**src/rtl/core/assert_macros.svh**
```systemverilog
// Assertion macros used by the line accumulator of the record checker RTL.
`ifndef ASSERT_MACROS_SVH
`define ASSERT_MACROS_SVH

// Clocked check, switched off while reset is asserted
`define ASSERT_CHK(label, prop, msg) \
  label: assert property (@(posedge clk_i) disable iff (!rst_ni) prop) \
    else $error(msg);

// Clocked check that also holds during reset
`define ASSERT_RST(label, prop, msg) \
  label: assert property (@(posedge clk_i) prop) else $error(msg);

`endif

```
**src/rtl/core/ihrc_pkg.sv**
```systemverilog
// Types, constants and helper functions of the HEX record line checker.
package ihrc_pkg;

  localparam int unsigned POS_W = 10;
  localparam logic [POS_W-1:0] POS_MAX   = 10'd1023;
  localparam logic [POS_W-1:0] MAX_LINE  = 10'd521;
  localparam logic [POS_W-1:0] MIN_LINE  = 10'd11;
  localparam logic [POS_W-1:0] EXT_LINE  = 10'd15;
  localparam logic [POS_W-1:0] LIN_LINE  = 10'd19;
  localparam logic [POS_W-1:0] TYPE_HI_POS = 10'd7;
  localparam logic [POS_W-1:0] TYPE_LO_POS = 10'd8;
  localparam logic [POS_W-1:0] CK_OFS_COLON = 10'd9;
  localparam logic [POS_W-1:0] CK_OFS_BARE  = 10'd8;
  localparam logic [7:0] COLON_CHAR = 8'h3A;
  localparam logic [7:0] TYPE_MAX   = 8'd5;

  localparam int unsigned OUT_DATA_W = 40;

  // Record types
  localparam logic [7:0] REC_DATA = 8'd0;
  localparam logic [7:0] REC_EOF  = 8'd1;
  localparam logic [7:0] REC_ESA  = 8'd2;
  localparam logic [7:0] REC_SSA  = 8'd3;
  localparam logic [7:0] REC_ELA  = 8'd4;
  localparam logic [7:0] REC_SLA  = 8'd5;

  typedef enum logic [2:0] {
    FAIL_NONE     = 3'd0,
    FAIL_LENGTH   = 3'd1,
    FAIL_COLON    = 3'd2,
    FAIL_TYPE     = 3'd3,
    FAIL_MISMATCH = 3'd4
  } fail_e;

  // Decoded character held in the input stage
  typedef struct packed {
    logic [3:0] digit;
    logic       colon;
    logic       last;
  } char_t;

  // Line totals as they stand after the current character
  typedef struct packed {
    logic [POS_W-1:0] n;
    logic [POS_W-1:0] ck_pos;
    logic             colon;
    logic [7:0]       len;
    logic [7:0]       typ;
    logic [7:0]       sum;
    logic [7:0]       ck;
  } line_sum_t;

  // Hex digit in either case to nibble, anything else to zero
  function automatic logic [3:0] digit_value(input logic [7:0] c);
    logic [7:0] v;
    logic [7:0] r;
    v = c - 8'd48;
    r = 8'd0;
    if (v <= 8'd9) begin
      r = v;
    end else if (v inside {[8'd17:8'd22]}) begin
      r = v - 8'd7;
    end else if (v inside {[8'd49:8'd54]}) begin
      r = v - 8'd39;
    end
    return r[3:0];
  endfunction

endpackage

```
**src/rtl/core/ihrc_line_acc.sv**
```systemverilog
// Per-line state: position, colon, length, type, checksum digits, byte sum.
`include "assert_macros.svh"

module ihrc_line_acc (
  input  logic                clk_i,
  input  logic                rst_ni,
  input  logic                adv_i,
  input  ihrc_pkg::char_t     in_i,
  output ihrc_pkg::line_sum_t sum_o
);
  import ihrc_pkg::*;

  logic [POS_W-1:0] pos_q, pos_d;
  logic             colon_q, colon_d;
  logic [3:0]       hi_q, hi_d;
  logic [7:0]       sum_q, sum_d;
  logic [7:0]       len_q, len_d;
  logic [7:0]       typ_q, typ_d;
  logic [7:0]       ck_q, ck_d;

  logic             first;
  logic [POS_W-1:0] start;
  logic [3:0]       hi_b;
  logic [7:0]       sum_b, len_b, typ_b, ck_b;
  logic [POS_W-1:0] ck_pos;
  logic [POS_W-1:0] n;

  // Update for the character in the input stage
  always_comb begin
    first   = (pos_q == '0);
    colon_d = first ? in_i.colon : colon_q;
    hi_b    = first ? 4'd0 : hi_q;
    sum_b   = first ? 8'd0 : sum_q;
    len_b   = first ? 8'd0 : len_q;
    typ_b   = first ? 8'd0 : typ_q;
    ck_b    = first ? 8'd0 : ck_q;
    start   = {{(POS_W-1){1'b0}}, colon_d};

    // length byte
    len_d = len_b;
    if (pos_q == start) begin
      len_d = {in_i.digit, 4'd0};
    end else if (pos_q == start + 10'd1) begin
      len_d = {len_b[7:4], in_i.digit};
    end

    // record type byte
    typ_d = typ_b;
    if (pos_q == TYPE_HI_POS) begin
      typ_d = {in_i.digit, 4'd0};
    end else if (pos_q == TYPE_LO_POS) begin
      typ_d = {typ_b[7:4], in_i.digit};
    end

    // checksum position follows the length just updated
    ck_pos = {1'b0, len_d, 1'b0} + (colon_d ? CK_OFS_COLON : CK_OFS_BARE);

    ck_d = ck_b;
    if (pos_q == ck_pos) begin
      ck_d = {in_i.digit, 4'd0};
    end else if (pos_q == ck_pos + 10'd1) begin
      ck_d = {ck_b[7:4], in_i.digit};
    end

    // byte sum over nibble pairs ahead of the checksum
    hi_d  = hi_b;
    sum_d = sum_b;
    if (pos_q >= start && pos_q != POS_MAX) begin
      if (!(pos_q[0] ^ colon_d)) begin
        hi_d = in_i.digit;
      end else if (pos_q - 10'd1 < ck_pos) begin
        sum_d = sum_b + {hi_b, in_i.digit};
      end
    end

    n     = (pos_q == POS_MAX) ? POS_MAX : pos_q + 10'd1;
    pos_d = in_i.last ? '0 : n;
  end

  assign sum_o = '{n: n, ck_pos: ck_pos, colon: colon_d, len: len_d, typ: typ_d,
                   sum: sum_d, ck: ck_d};

  always_ff @(posedge clk_i or negedge rst_ni) begin
    if (!rst_ni) begin
      pos_q   <= '0;
      colon_q <= 1'b0;
    end else if (adv_i) begin
      pos_q   <= pos_d;
      colon_q <= in_i.last ? 1'b0 : colon_d;
    end
  end

  // Payload; cleared in effect at each line start
  always_ff @(posedge clk_i) begin
    if (adv_i) begin
      hi_q  <= hi_d;
      sum_q <= sum_d;
      len_q <= len_d;
      typ_q <= typ_d;
      ck_q  <= ck_d;
    end
  end

  `ASSERT_CHK(a_pos_clr_at_end, adv_i && in_i.last |=> pos_q == '0, "pos not cleared at line end")
  `ASSERT_CHK(a_pos_step, adv_i && !in_i.last && pos_q != POS_MAX |=> pos_q == $past(pos_q) + 10'd1, "pos did not advance")
  `ASSERT_CHK(a_colon_hold, adv_i && !in_i.last && pos_q != '0 |=> colon_q == $past(colon_q), "colon flag changed mid-line")
  `ASSERT_RST(a_reset_state, !rst_ni |-> pos_q == '0 && !colon_q, "line state not cleared by reset")

endmodule

```
**config.mk**
```make
export PLATFORM = sky130hd
export DESIGN_NAME = ihrc_line_acc
export DESIGN_NICKNAME = d
export VERILOG_FILES = /design/src/rtl/core/ihrc_pkg.sv /design/src/rtl/core/ihrc_line_acc.sv
export VERILOG_INCLUDE_DIRS = /design/src /design/src/rtl/core
export SDC_FILE = /design/constraint.sdc
export NUM_CORES = 1
export LEC_CHECK = 0
export BUFFER_PORTS_ARGS = -buffer_cell sky130_fd_sc_hd__buf_2
export CAP_MARGIN = 10
export CORE_MARGIN = 4
export CORE_UTILIZATION = 40
export CTS_BUF_LIST = sky130_fd_sc_hd__clkbuf_8
export DETAILED_ROUTE_END_ITERATION = 10
export GPL_TIMING_DRIVEN = 0
export MAX_ROUTING_LAYER = met4
export PLACE_DENSITY = 0.65
export SYNTH_ARGS = -nofsm -noshare
export SYNTH_HDL_FRONTEND = slang
export SYNTH_SLANG_ARGS = --single-unit
export TNS_END_PERCENT = 30
```
**constraint.sdc**
```tcl
create_clock -name clk_i -period 20.1 [get_ports clk_i]
set_input_delay 4.02 -clock clk_i [delete_from_list [all_inputs] [get_ports clk_i]]
set_output_delay 4.02 -clock clk_i [all_outputs]
set_load 0.01 [all_outputs]
```
==> flow_metrics.py, run 1 <==
metrics = {
    "floorplan": {
        "rows": 35,
        "die-height_um": 106,
        "start_util_pct": 41.4,
        "io-pin-count": 62,
        "die_width_um": 106,
        "die_area_sq_mm": 0.0112,
        "core_sq_mm": 0.00928,
    },
    "setup_path": {
        "start_kind": "input port",
        "r2r.worst_path.cells": 22,
        "r2r_start": "pos_q[1]$_DFFE_PN0P_",
        "rr_endpoint": "sum_q[7]$_DFFE_PP_",
        "cp-end-kind": "output pin",
        "crit_fanout": 9,
        "rrSetupSlack_ns": 12.98,
        "required_ns": 16.08,
        "worstPathArrival_ns": 9.26,
        "setup.worst_path.class": "in2out",
    },
    "clocking": {
        "cts_tree": "built",
        "cts_buffers": 5,
        "post_cts_buffers": 0,
        "hold_buffers": 0,
        "clock_latency_ns": 0.31,
        "clockRootBuffer": "clkbuf_8",
        "clkSlewWorstSetupHoldPaths_ns": 0.09,
        "ctsHtreeMaxLevel": 2,
        "post_cts_resized": 0,
        "cts_buffer_depth": 2,
        "cts.sinks": 47,
    },
    "placed_design": {
        "placed_cell_area_sq_mm": 0.00432,
        "io_buffers": 61,
        "place_congestion": 0.871,
        "hpwl_mm": 7.59,
        "dp_slack_ns": 6.83,
    },
    "routing": {
        "ant_nets": 0,
        "wl_per_cell_um": 17.1,
        "vias": 3269,
        "drc_errors": 0,
        "drtPass1Iterations": 5,
        "dr.first_iter.drc_count": 147,
        "wirelength_mm": 10.0,
        "routed_via_density": 5.57,
    },
    "final_layout": {
        "finalInstanceArea_sq_mm": 0.00440,
        "drive_gt1_share_pct": 23.1,
        "area_growth_pct": 14.6,
        "diodes": 0,
        "final_nets": 489,
    },
    "hold_path": {
        "hold_end": "typ_q[7]$_DFFE_PP_",
        "min_path_cells": 1,
        "hold_path.class": "reg2reg",
        "holdCritStartpoint": "typ_q[7]$_DFFE_PP_",
    },
    "yosys": {
        "yosysTopAreaCell": "edfxtp_1",
        "synth_top_area_share_pct": 28.1,
        "ys_seq_elements": 47,
        "synth_cells": 388,
        "synthTopCellsByCount": "36 x edfxtp_1, 31 x nand2_1, 24 x inv_1, 22 x ha_1, 20 x nor2_1",
        "synth-edff-count": 36,
        "syn_area_sq_mm": 0.00384,
        "ys_async_sr_fraction_pct": 23.4,
        "synth.area.top_cells": "edfxtp_1 28%, dfrtp_1 7.2%, ha_1 7.2%",
        "synth_ff_type": "edfxtp_1",
        "syn_nets": 420,
        "yosys_warnings": 0,
        "syn_area_per_cell_sq_um": 9.91,
        "yosysMostFrequentCell": "edfxtp_1",
        "synthDistinctLibCells": 75,
        "ys_seq_area_share_pct": 35.3,
    },
    "grt": {
        "grt_start_max_net_pins": 41,
        "grt_usage_pct": 18.1,
        "grt.overflow.total": 0,
        "first_global_vias": 3141,
        "grt_pass1_wl_mm": 16.1,
        "antenna_found_initial": 0,
    },
    "job": {
        "maxCapViolCount": 0,
    },
    "timing": {
        "setup_viol": 0,
        "fin_crit_ns": 13.28,
        "worst_pin_slew_ns": 0.947,
        "rsz0062_at_grt": "false",
        "slew_viol_final": 0,
        "period_share_pct": 66.1,
        "finClkSkew_ns": 0.0202,
        "finalSetupTns_ns": 0,
        "setup_ws_ns": 6.82,
        "clock.fmax_mhz": 75.3,
        "max-slew-margin-rel_pct": 36.9,
        "finalHoldViolCount": 0,
    },
    "pwr": {
        "p_leak_nw": 1.94,
        "powerDensity_mw_per_mm2": 91.4,
        "ir_drop_mv": 0.0372,
        "power_mw": 0.402,
    },
    "run_status": {
        "status": "finished clean",
    },
}
==> through the flow <==
step	std cells	util, %	hold slack, ns
after detailed placement	579	46.5	0.555
after global placement	578	46.4	0.557
final	587	47.4	0.581
after global routing	587	47.4	0.608
after floorplan	388	-	0.568
after CTS	587	47.4	0.583
==> worst max path at each step <==
| stage | end | start | cells after the start | slack [ns] |
|---|---|---|---|---|
| 2_1_floorplan | sum_o[10] | in_i[1] | 16 | 8.08 |
| 3_3_place_gp | sum_o[10] | in_i[1] | 18 | 6.91 |
| 3_5_place_dp | sum_o[8] | in_i[1] | 18 | 6.83 |
| 4_1_cts | sum_o[8] | in_i[1] | 18 | 6.80 |
| 5_1_grt | sum_o[8] | in_i[1] | 18 | 6.46 |
| 6_report | sum_o[8] | in_i[1] | 18 | 6.82 |
==> metal layers <==
| layer | global-route usage, % | part of all wire, % |
|---|---|---|
| met1 | 24.6 | 47 |
| met2 | 29.9 | 48 |
| met3 | 2.49 | 3.9 |
| met4 | 2.22 | 0.55 |
| met5 | - | 0 |
==> sequential cells by signal, summed over array words and instances, names as in the netlist <==
register  count
hi_q          4
colon_q       1
len_q         8
sum_q         8
pos_q        10
ck_q          8
typ_q         8
==> power by group <==
part	switching, mW	internal, mW	total, mW
Sequential	0.00592	0.122	0.128
Clock	0.0359	0.0244	0.0603
Combinational	0.127	0.0873	0.214
Total	0.168	0.234	0.402
==> logic make-up after synthesis <==
group,share of synthesized area (%)
AOI/OAI and AO/OA,19.9
xor gates and xnor gates,9.37
adders and majority gates,7.68
buffers and inverters,5.60
DFF,35.3
muxes,3.61
and+or+nand+nor,18.6
==> critical path: stages <==
cell and delay, ns:
buf_2 0.12, nand2_1 0.11, o21ai_0 0.33, ha_1 0.57, or4b_4 0.53, nor3_4 0.38
o22ai_2 0.25, ha_1 0.31, and2_1 0.17, a32o_1 0.25, nand2_1 0.09, xor2_1 0.30
ha_1 0.31, a21oi_1 0.19, a31oi_1 0.15, a211oi_4 0.60, mux2_1 0.42, buf_2 0.15
==> cells in the final DEF (no fill, tap or decap), types with 6 or more instances in the layout <==
master    count
buf_2        69
inv_1        24
dfrtp_1      11
or3_1         7
clkbuf_1      9
nand4_1      10
nor2_1       20
edfxtp_1     36
o21ai_0      14
mux2i_1       6
o21a_1        8
nand2_1      31
and2_1       11
o211ai_1      7
mux2_1        6
xor2_1       10
nand3_1      11
a21oi_1      16
xnor2_1      19
nor3_1        7
a22o_1       14
ha_1         22
==> cell type report <==
cell class | count | area (sq um)
buffer | 23 | 121
sequential | 47 | 1360
clock buffer | 5 | 68.8
multi-input combinational | 293 | 2270
clock inverter | 3 | 20.0
inverter | 25 | 93.8
fill | 921 | 4880
timing repair buffer | 62 | 310
tap | 129 | 161
Power figures use the tool's default switching activity.
==> run 2: changes to the inputs <==
--- a/config.mk
+++ b/config.mk
@@ -14,7 +14,7 @@
 export DETAILED_ROUTE_END_ITERATION = 10
 export GPL_TIMING_DRIVEN = 0
 export MAX_ROUTING_LAYER = met4
-export PLACE_DENSITY = 0.65
+export PLACE_DENSITY = 0.67
 export SYNTH_ARGS = -nofsm -noshare
 export SYNTH_HDL_FRONTEND = slang
 export SYNTH_SLANG_ARGS = --single-unit
==> constraint.sdc (replaced) <==
create_clock -name clk_i -period 10.9 [get_ports clk_i]
set_input_delay 2.18 -clock clk_i [delete_from_list [all_inputs] [get_ports clk_i]]
set_output_delay 2.18 -clock clk_i [all_outputs]
set_load 0.01 [all_outputs]
==> flow_metrics.py, run 2 (same netlist as run 1, synthesis figures left out) <==
metrics = {
    "final_layout": {
        "final_nets": 489,
        "post-route-util_pct": 47.4,
        "final_common_cell": "buf_2",
        "diodes": 0,
        "largest_reg_flops": 10,
        "regMostFlops": "pos_q",
        "finalNonFillerCells": 587,
        "drive_gt1_share_pct": 22.9,
        "finalInstanceArea_sq_mm": 0.00440,
        "area_growth_pct": 14.5,
        "final_cell_mix": "69 x buf_2, 36 x edfxtp_1, 31 x nand2_1",
    },
    "pwr": {
        "p_switching_mw": 0.309,
        "combPwrFrac_pct": 53.5,
        "clockPowerShare_pct": 14.6,
        "p_leak_nw": 1.95,
        "p_int_mw": 0.431,
        "power_switching_share_pct": 41.8,
        "ir_drop_mv": 0.0634,
        "power_mw": 0.740,
        "powerDensity_mw_per_mm2": 168,
        "power_frac_seq_pct": 31.9,
    },
    "grt": {
        "grt_use_met2_pct": 29.9,
        "grt_pass1_wl_mm": 16.0,
        "grt_use_met3_pct": 2.73,
        "grt_usage_pct": 18.0,
        "first_global_vias": 3171,
        "grt-busiest-layer": "met2",
        "grt_start_max_net_pins": 41,
        "antenna_found_initial": 0,
        "grt_use_met1_pct": 23.7,
        "grt.overflow.total": 0,
    },
    "clocking": {
        "cts_buffers": 5,
        "clkSlewWorstSetupHoldPaths_ns": 0.08,
        "ctsHtreeMaxLevel": 2,
        "cts.sinks": 47,
        "cts_buffer_depth": 2,
        "clock_latency_ns": 0.31,
        "cts_tree": "built",
        "hold_buffers": 0,
        "clockRootBuffer": "clkbuf_8",
        "post_cts_buffers": 0,
        "post_cts_resized": 0,
    },
    "setup_path": {
        "rrSetupSlack_ns": 3.75,
        "required_ns": 8.72,
        "crit_fanout": 9,
        "start_kind": "input port",
        "crit_start": "in_i[1]",
        "r2r_start": "pos_q[1]$_DFFE_PN0P_",
        "setup.worst_path.class": "in2out",
        "cp-end-kind": "output pin",
        "r2r.worst_path.cells": 22,
        "worstPathArrival_ns": 7.40,
    },
    "timing": {
        "clock.fmax_mhz": 104,
        "setup_viol": 0,
        "rsz0062_at_grt": "false",
        "slew_viol_final": 0,
        "finClkSkew_ns": 0.0129,
        "period_share_pct": 87.9,
        "worst_pin_slew_ns": 0.960,
        "finalSetupTns_ns": 0,
        "setup_ws_ns": 1.32,
        "finalHoldViolCount": 0,
        "max-slew-margin-rel_pct": 36.0,
        "hold_slack_ns": 0.573,
        "fin_crit_ns": 9.58,
    },
    "routing": {
        "wirelength_mm": 9.94,
        "drtPass1Iterations": 5,
        "vias": 3251,
        "ant_nets": 0,
        "routed_via_density": 5.54,
        "dr.first_iter.drc_count": 230,
        "drc_errors": 0,
        "wl_per_cell_um": 16.9,
    },
    "hold_path": {
        "min_path_cells": 1,
        "hold_path.class": "reg2reg",
        "holdCritStartpoint": "typ_q[4]$_DFFE_PP_",
    },
    "floorplan": {
        "rows": 35,
        "die-height_um": 106,
        "die_width_um": 106,
        "start_util_pct": 41.4,
        "io-pin-count": 62,
        "core_sq_mm": 0.00928,
        "die_area_sq_mm": 0.0112,
    },
    "placed_design": {
        "hpwl_mm": 7.54,
        "dp_slack_ns": 1.38,
        "place_congestion": 0.891,
        "placed_cell_area_sq_mm": 0.00432,
        "place_inst": 579,
        "io_buffers": 61,
    },
    "run_status": {
        "status": "finished clean",
    },
    "job": {
        "maxCapViolCount": 0,
    },
}
[run 2: routing by layer]
metal  vias to the layer above  share of wire (%)
met1                      1549                 48
met5                         -                  0
li1                       1589                  -
met2                       100                 47
met4                         0               0.96
met3                        13                4.9
[run 2: final timing paths]
check,endpoint
max,sum_o[11]
max in group asynchronous,pos_q[1]$_DFFE_PN0P_
min,typ_q[4]$_DFFE_PP_
min in group asynchronous,pos_q[0]$_DFFE_PN0P_
max reg2reg,sum_q[7]$_DFFE_PP_
min reg2reg,typ_q[4]$_DFFE_PP_
[run 2: area by class of cell]
cell class | count | area, sq um
inverter | 25 | 93.8
clock buffer | 5 | 68.8
clock inverter | 3 | 16.3
timing repair buffer | 62 | 310
fill | 906 | 4880
multi-input combinational | 293 | 2270
buffer | 23 | 121
sequential | 47 | 1360
tap | 129 | 161
[run 2: critical path, cell delays in order]
cell and delay (ns):
buf_2 0.12, nand2_1 0.11, o21ai_0 0.33, ha_1 0.54
or4b_4 0.51, nor3_4 0.38, o22ai_2 0.25, ha_1 0.31
and2_1 0.17, a32o_1 0.24, nand2_1 0.09, xor2_1 0.31
ha_1 0.31, a21oi_1 0.21, a21oi_1 0.15, a211oi_4 0.61
mux2_1 0.40, buf_2 0.15
[run 2: power by group through the flow]
stage	combinational [mW]	sequential (mW)	clock, mW
floorplan	0.284	0.236	0
global placement	0.385	0.239	0
detailed placement	0.395	0.240	0
CTS	0.397	0.236	0.110
global route	0.436	0.238	0.115
finish	0.396	0.236	0.108
==> run 3: changes to the inputs <==
--- a/config.mk
+++ b/config.mk
@@ -6,15 +6,15 @@
 export SDC_FILE = /design/constraint.sdc
 export NUM_CORES = 1
 export LEC_CHECK = 0
-export BUFFER_PORTS_ARGS = -buffer_cell sky130_fd_sc_hd__buf_2
 export CAP_MARGIN = 10
 export CORE_MARGIN = 4
 export CORE_UTILIZATION = 40
 export CTS_BUF_LIST = sky130_fd_sc_hd__clkbuf_8
 export DETAILED_ROUTE_END_ITERATION = 10
+export DONT_BUFFER_PORTS = 1
 export GPL_TIMING_DRIVEN = 0
 export MAX_ROUTING_LAYER = met4
-export PLACE_DENSITY = 0.67
+export PLACE_DENSITY = 0.61
 export SYNTH_ARGS = -nofsm -noshare
 export SYNTH_HDL_FRONTEND = slang
 export SYNTH_SLANG_ARGS = --single-unit
==> flow_metrics.py, run 3 (same netlist as run 1, synthesis figures left out) <==
metrics = {
    "routing": {
        "wirelength_mm": 9.89,
        "drc_errors": 0,
        "routed_via_density": 5.82,
        "ant_nets": 0,
        "wl_per_cell_um": 18.8,
        "drtPass1Iterations": 4,
        "dr.first_iter.drc_count": 142,
        "vias": 3059,
    },
    "placed_design": {
        "place_congestion": 0.842,
        "io_buffers": 0,
        "dp_slack_ns": 1.45,
        "hpwl_mm": 7.41,
    },
    "timing": {
        "setup_viol": 0,
        "setup_ws_ns": 1.27,
        "clock.fmax_mhz": 104,
        "rsz0062_at_grt": "false",
        "period_share_pct": 88.3,
        "max-slew-margin-rel_pct": 44.2,
        "finalHoldViolCount": 0,
        "fin_crit_ns": 9.63,
        "slew_viol_final": 0,
        "worst_pin_slew_ns": 0.829,
        "finalSetupTns_ns": 0,
        "finClkSkew_ns": 0.00744,
    },
    "final_layout": {
        "nFillCells": 893,
        "largest_reg_flops": 10,
        "final_nets": 428,
        "regMostFlops": "pos_q",
        "final_common_cell": "edfxtp_1",
        "diodes": 0,
        "area_growth_pct": 6.45,
        "final_cell_mix": "36 x edfxtp_1, 31 x nand2_1, 26 x inv_1",
        "drive_gt1_share_pct": 11.1,
    },
    "setup_path": {
        "start_kind": "register",
        "cp_slowest_stage_delay_ns": 0.64,
        "path_cells": "buf_2 > inv_1 > ha_1 > or3b_1 > buf_6 > nor3_2 > nand2_1 > o21ai_0 > ha_1 > inv_1 > and3_1 > o21a_1 > a21oi_1 > nor2_1 > ha_1 > xor2_1 > inv_1 > ha_1 > o21a_1 > o211ai_1 > a31oi_1 > a211oi_4 > nand2_1 > a32o_1",
        "setup.worst_path.class": "reg2out",
        "cp-end-kind": "output pin",
        "required_ns": 8.72,
        "cp_common_cell": "ha_1",
        "crit_fanout": 10,
        "worstPathArrival_ns": 7.45,
        "cp_slowest_cell": "xor2_1",
    },
    "pwr": {
        "powerDensity_mw_per_mm2": 170,
        "ir_drop_mv": 0.0740,
        "clockPowerShare_pct": 15.4,
        "p_leak_nw": 1.66,
        "p_switching_mw": 0.294,
        "p_int_mw": 0.401,
        "power_switching_share_pct": 42.3,
        "power_frac_seq_pct": 33.9,
        "combPwrFrac_pct": 50.7,
    },
    "floorplan": {
        "rows": 35,
        "start_util_pct": 41.4,
        "io-pin-count": 62,
        "die_width_um": 106,
        "core_sq_mm": 0.00928,
        "die-height_um": 106,
        "die_area_sq_mm": 0.0112,
    },
    "grt": {
        "antenna_found_initial": 0,
        "grt_usage_pct": 18.2,
        "grt_start_max_net_pins": 41,
        "grt.overflow.total": 0,
        "first_global_vias": 2978,
        "grt_pass1_wl_mm": 15.9,
    },
    "clocking": {
        "cts_buffer_depth": 2,
        "clock_latency_ns": 0.31,
        "cts.sinks": 47,
        "hold_buffers": 0,
        "clockRootBuffer": "clkbuf_8",
        "ctsHtreeMaxLevel": 2,
        "post_cts_buffers": 0,
        "cts_buffers": 5,
        "post_cts_resized": 0,
        "cts_tree": "built",
        "clkSlewWorstSetupHoldPaths_ns": 0.09,
    },
    "run_status": {
        "status": "finished clean",
    },
    "job": {
        "maxCapViolCount": 0,
    },
    "hold_path": {
        "hold_path.class": "reg2reg",
    },
}
run 3: layer usage:
metal | up-vias | share of wire (%) | wire length [um] | track usage, %
li1 | 1461 | - | - | -
met1 | 1487 | 46 | 4590 | 24.5
met2 | 99 | 45 | 4460 | 27.3
met3 | 12 | 6.9 | 681 | 4.74
met4 | 0 | 1.7 | 170 | 5.27
met5 | - | 0 | 0 | -
run 3: cell type report:
type                       instances  area (sq um)  share of cell area [%]
buffer                            23           121                    2.97
clock buffer                       5          68.8                    1.68
clock inverter                     3          12.5                   0.306
inverter                          25          93.8                    2.29
multi-input combinational        293          2270                    55.5
sequential                        47          1360                    33.1
tap                              129           161                    3.94
timing repair buffer               1          5.00                   0.122
run 3: power by group through the flow:
stage | clock [mW] | sequential, mW | combinational [mW]
after global placement | 0 | 0.239 | 0.346
after global routing | 0.118 | 0.239 | 0.387
final | 0.107 | 0.236 | 0.352
after CTS | 0.112 | 0.236 | 0.354
after detailed placement | 0 | 0.239 | 0.352
after floorplan | 0 | 0.236 | 0.284
run 3: stage by stage:
step	instance area [sq um]	hold WS (ns)	util, %	instances	power [mW]
CTS	4090	0.654	44.1	526	0.701
global route	4090	0.686	44.1	526	0.744
finish	4090	0.652	44.1	526	0.695
global placement	4010	0.610	43.1	517	0.585
floorplan	3840	0.568	-	388	0.520
detailed placement	4010	0.632	43.2	518	0.592
run 3: worst max-delay path, delay by kind of cell (launching register included):
kind	cells	cell delay, ns
AOI/OAI and AO/OA	8	2.18
xor gates and xnor gates	1	0.64
adders and majority gates	4	1.39
buffers and inverters	5	0.72
DFF	1	0.46
and+or+nand+nor	6	1.73
run 3: worst paths after layout:
| check | from | endpoint | slack [ns] | cells past startpoint |
|---|---|---|---|---|
| worst min register to register | colon_q$_DFFE_PN0P_ | colon_q$_DFFE_PN0P_ | 0.65 | 2 |
| worst max-delay path | pos_q[1]$_DFFE_PN0P_ | sum_o[15] | 1.27 | 24 |
| max in group asynchronous | rst_ni | pos_q[2]$_DFFE_PN0P_ | 9.28 | 0 |
| min in group asynchronous | rst_ni | pos_q[9]$_DFFE_PN0P_ | 1.55 | 0 |
| worst max register to register | pos_q[1]$_DFFE_PN0P_ | sum_q[2]$_DFFE_PP_ | 3.50 | 23 |
| worst min-delay path | colon_q$_DFFE_PN0P_ | colon_q$_DFFE_PN0P_ | 0.65 | 2 |
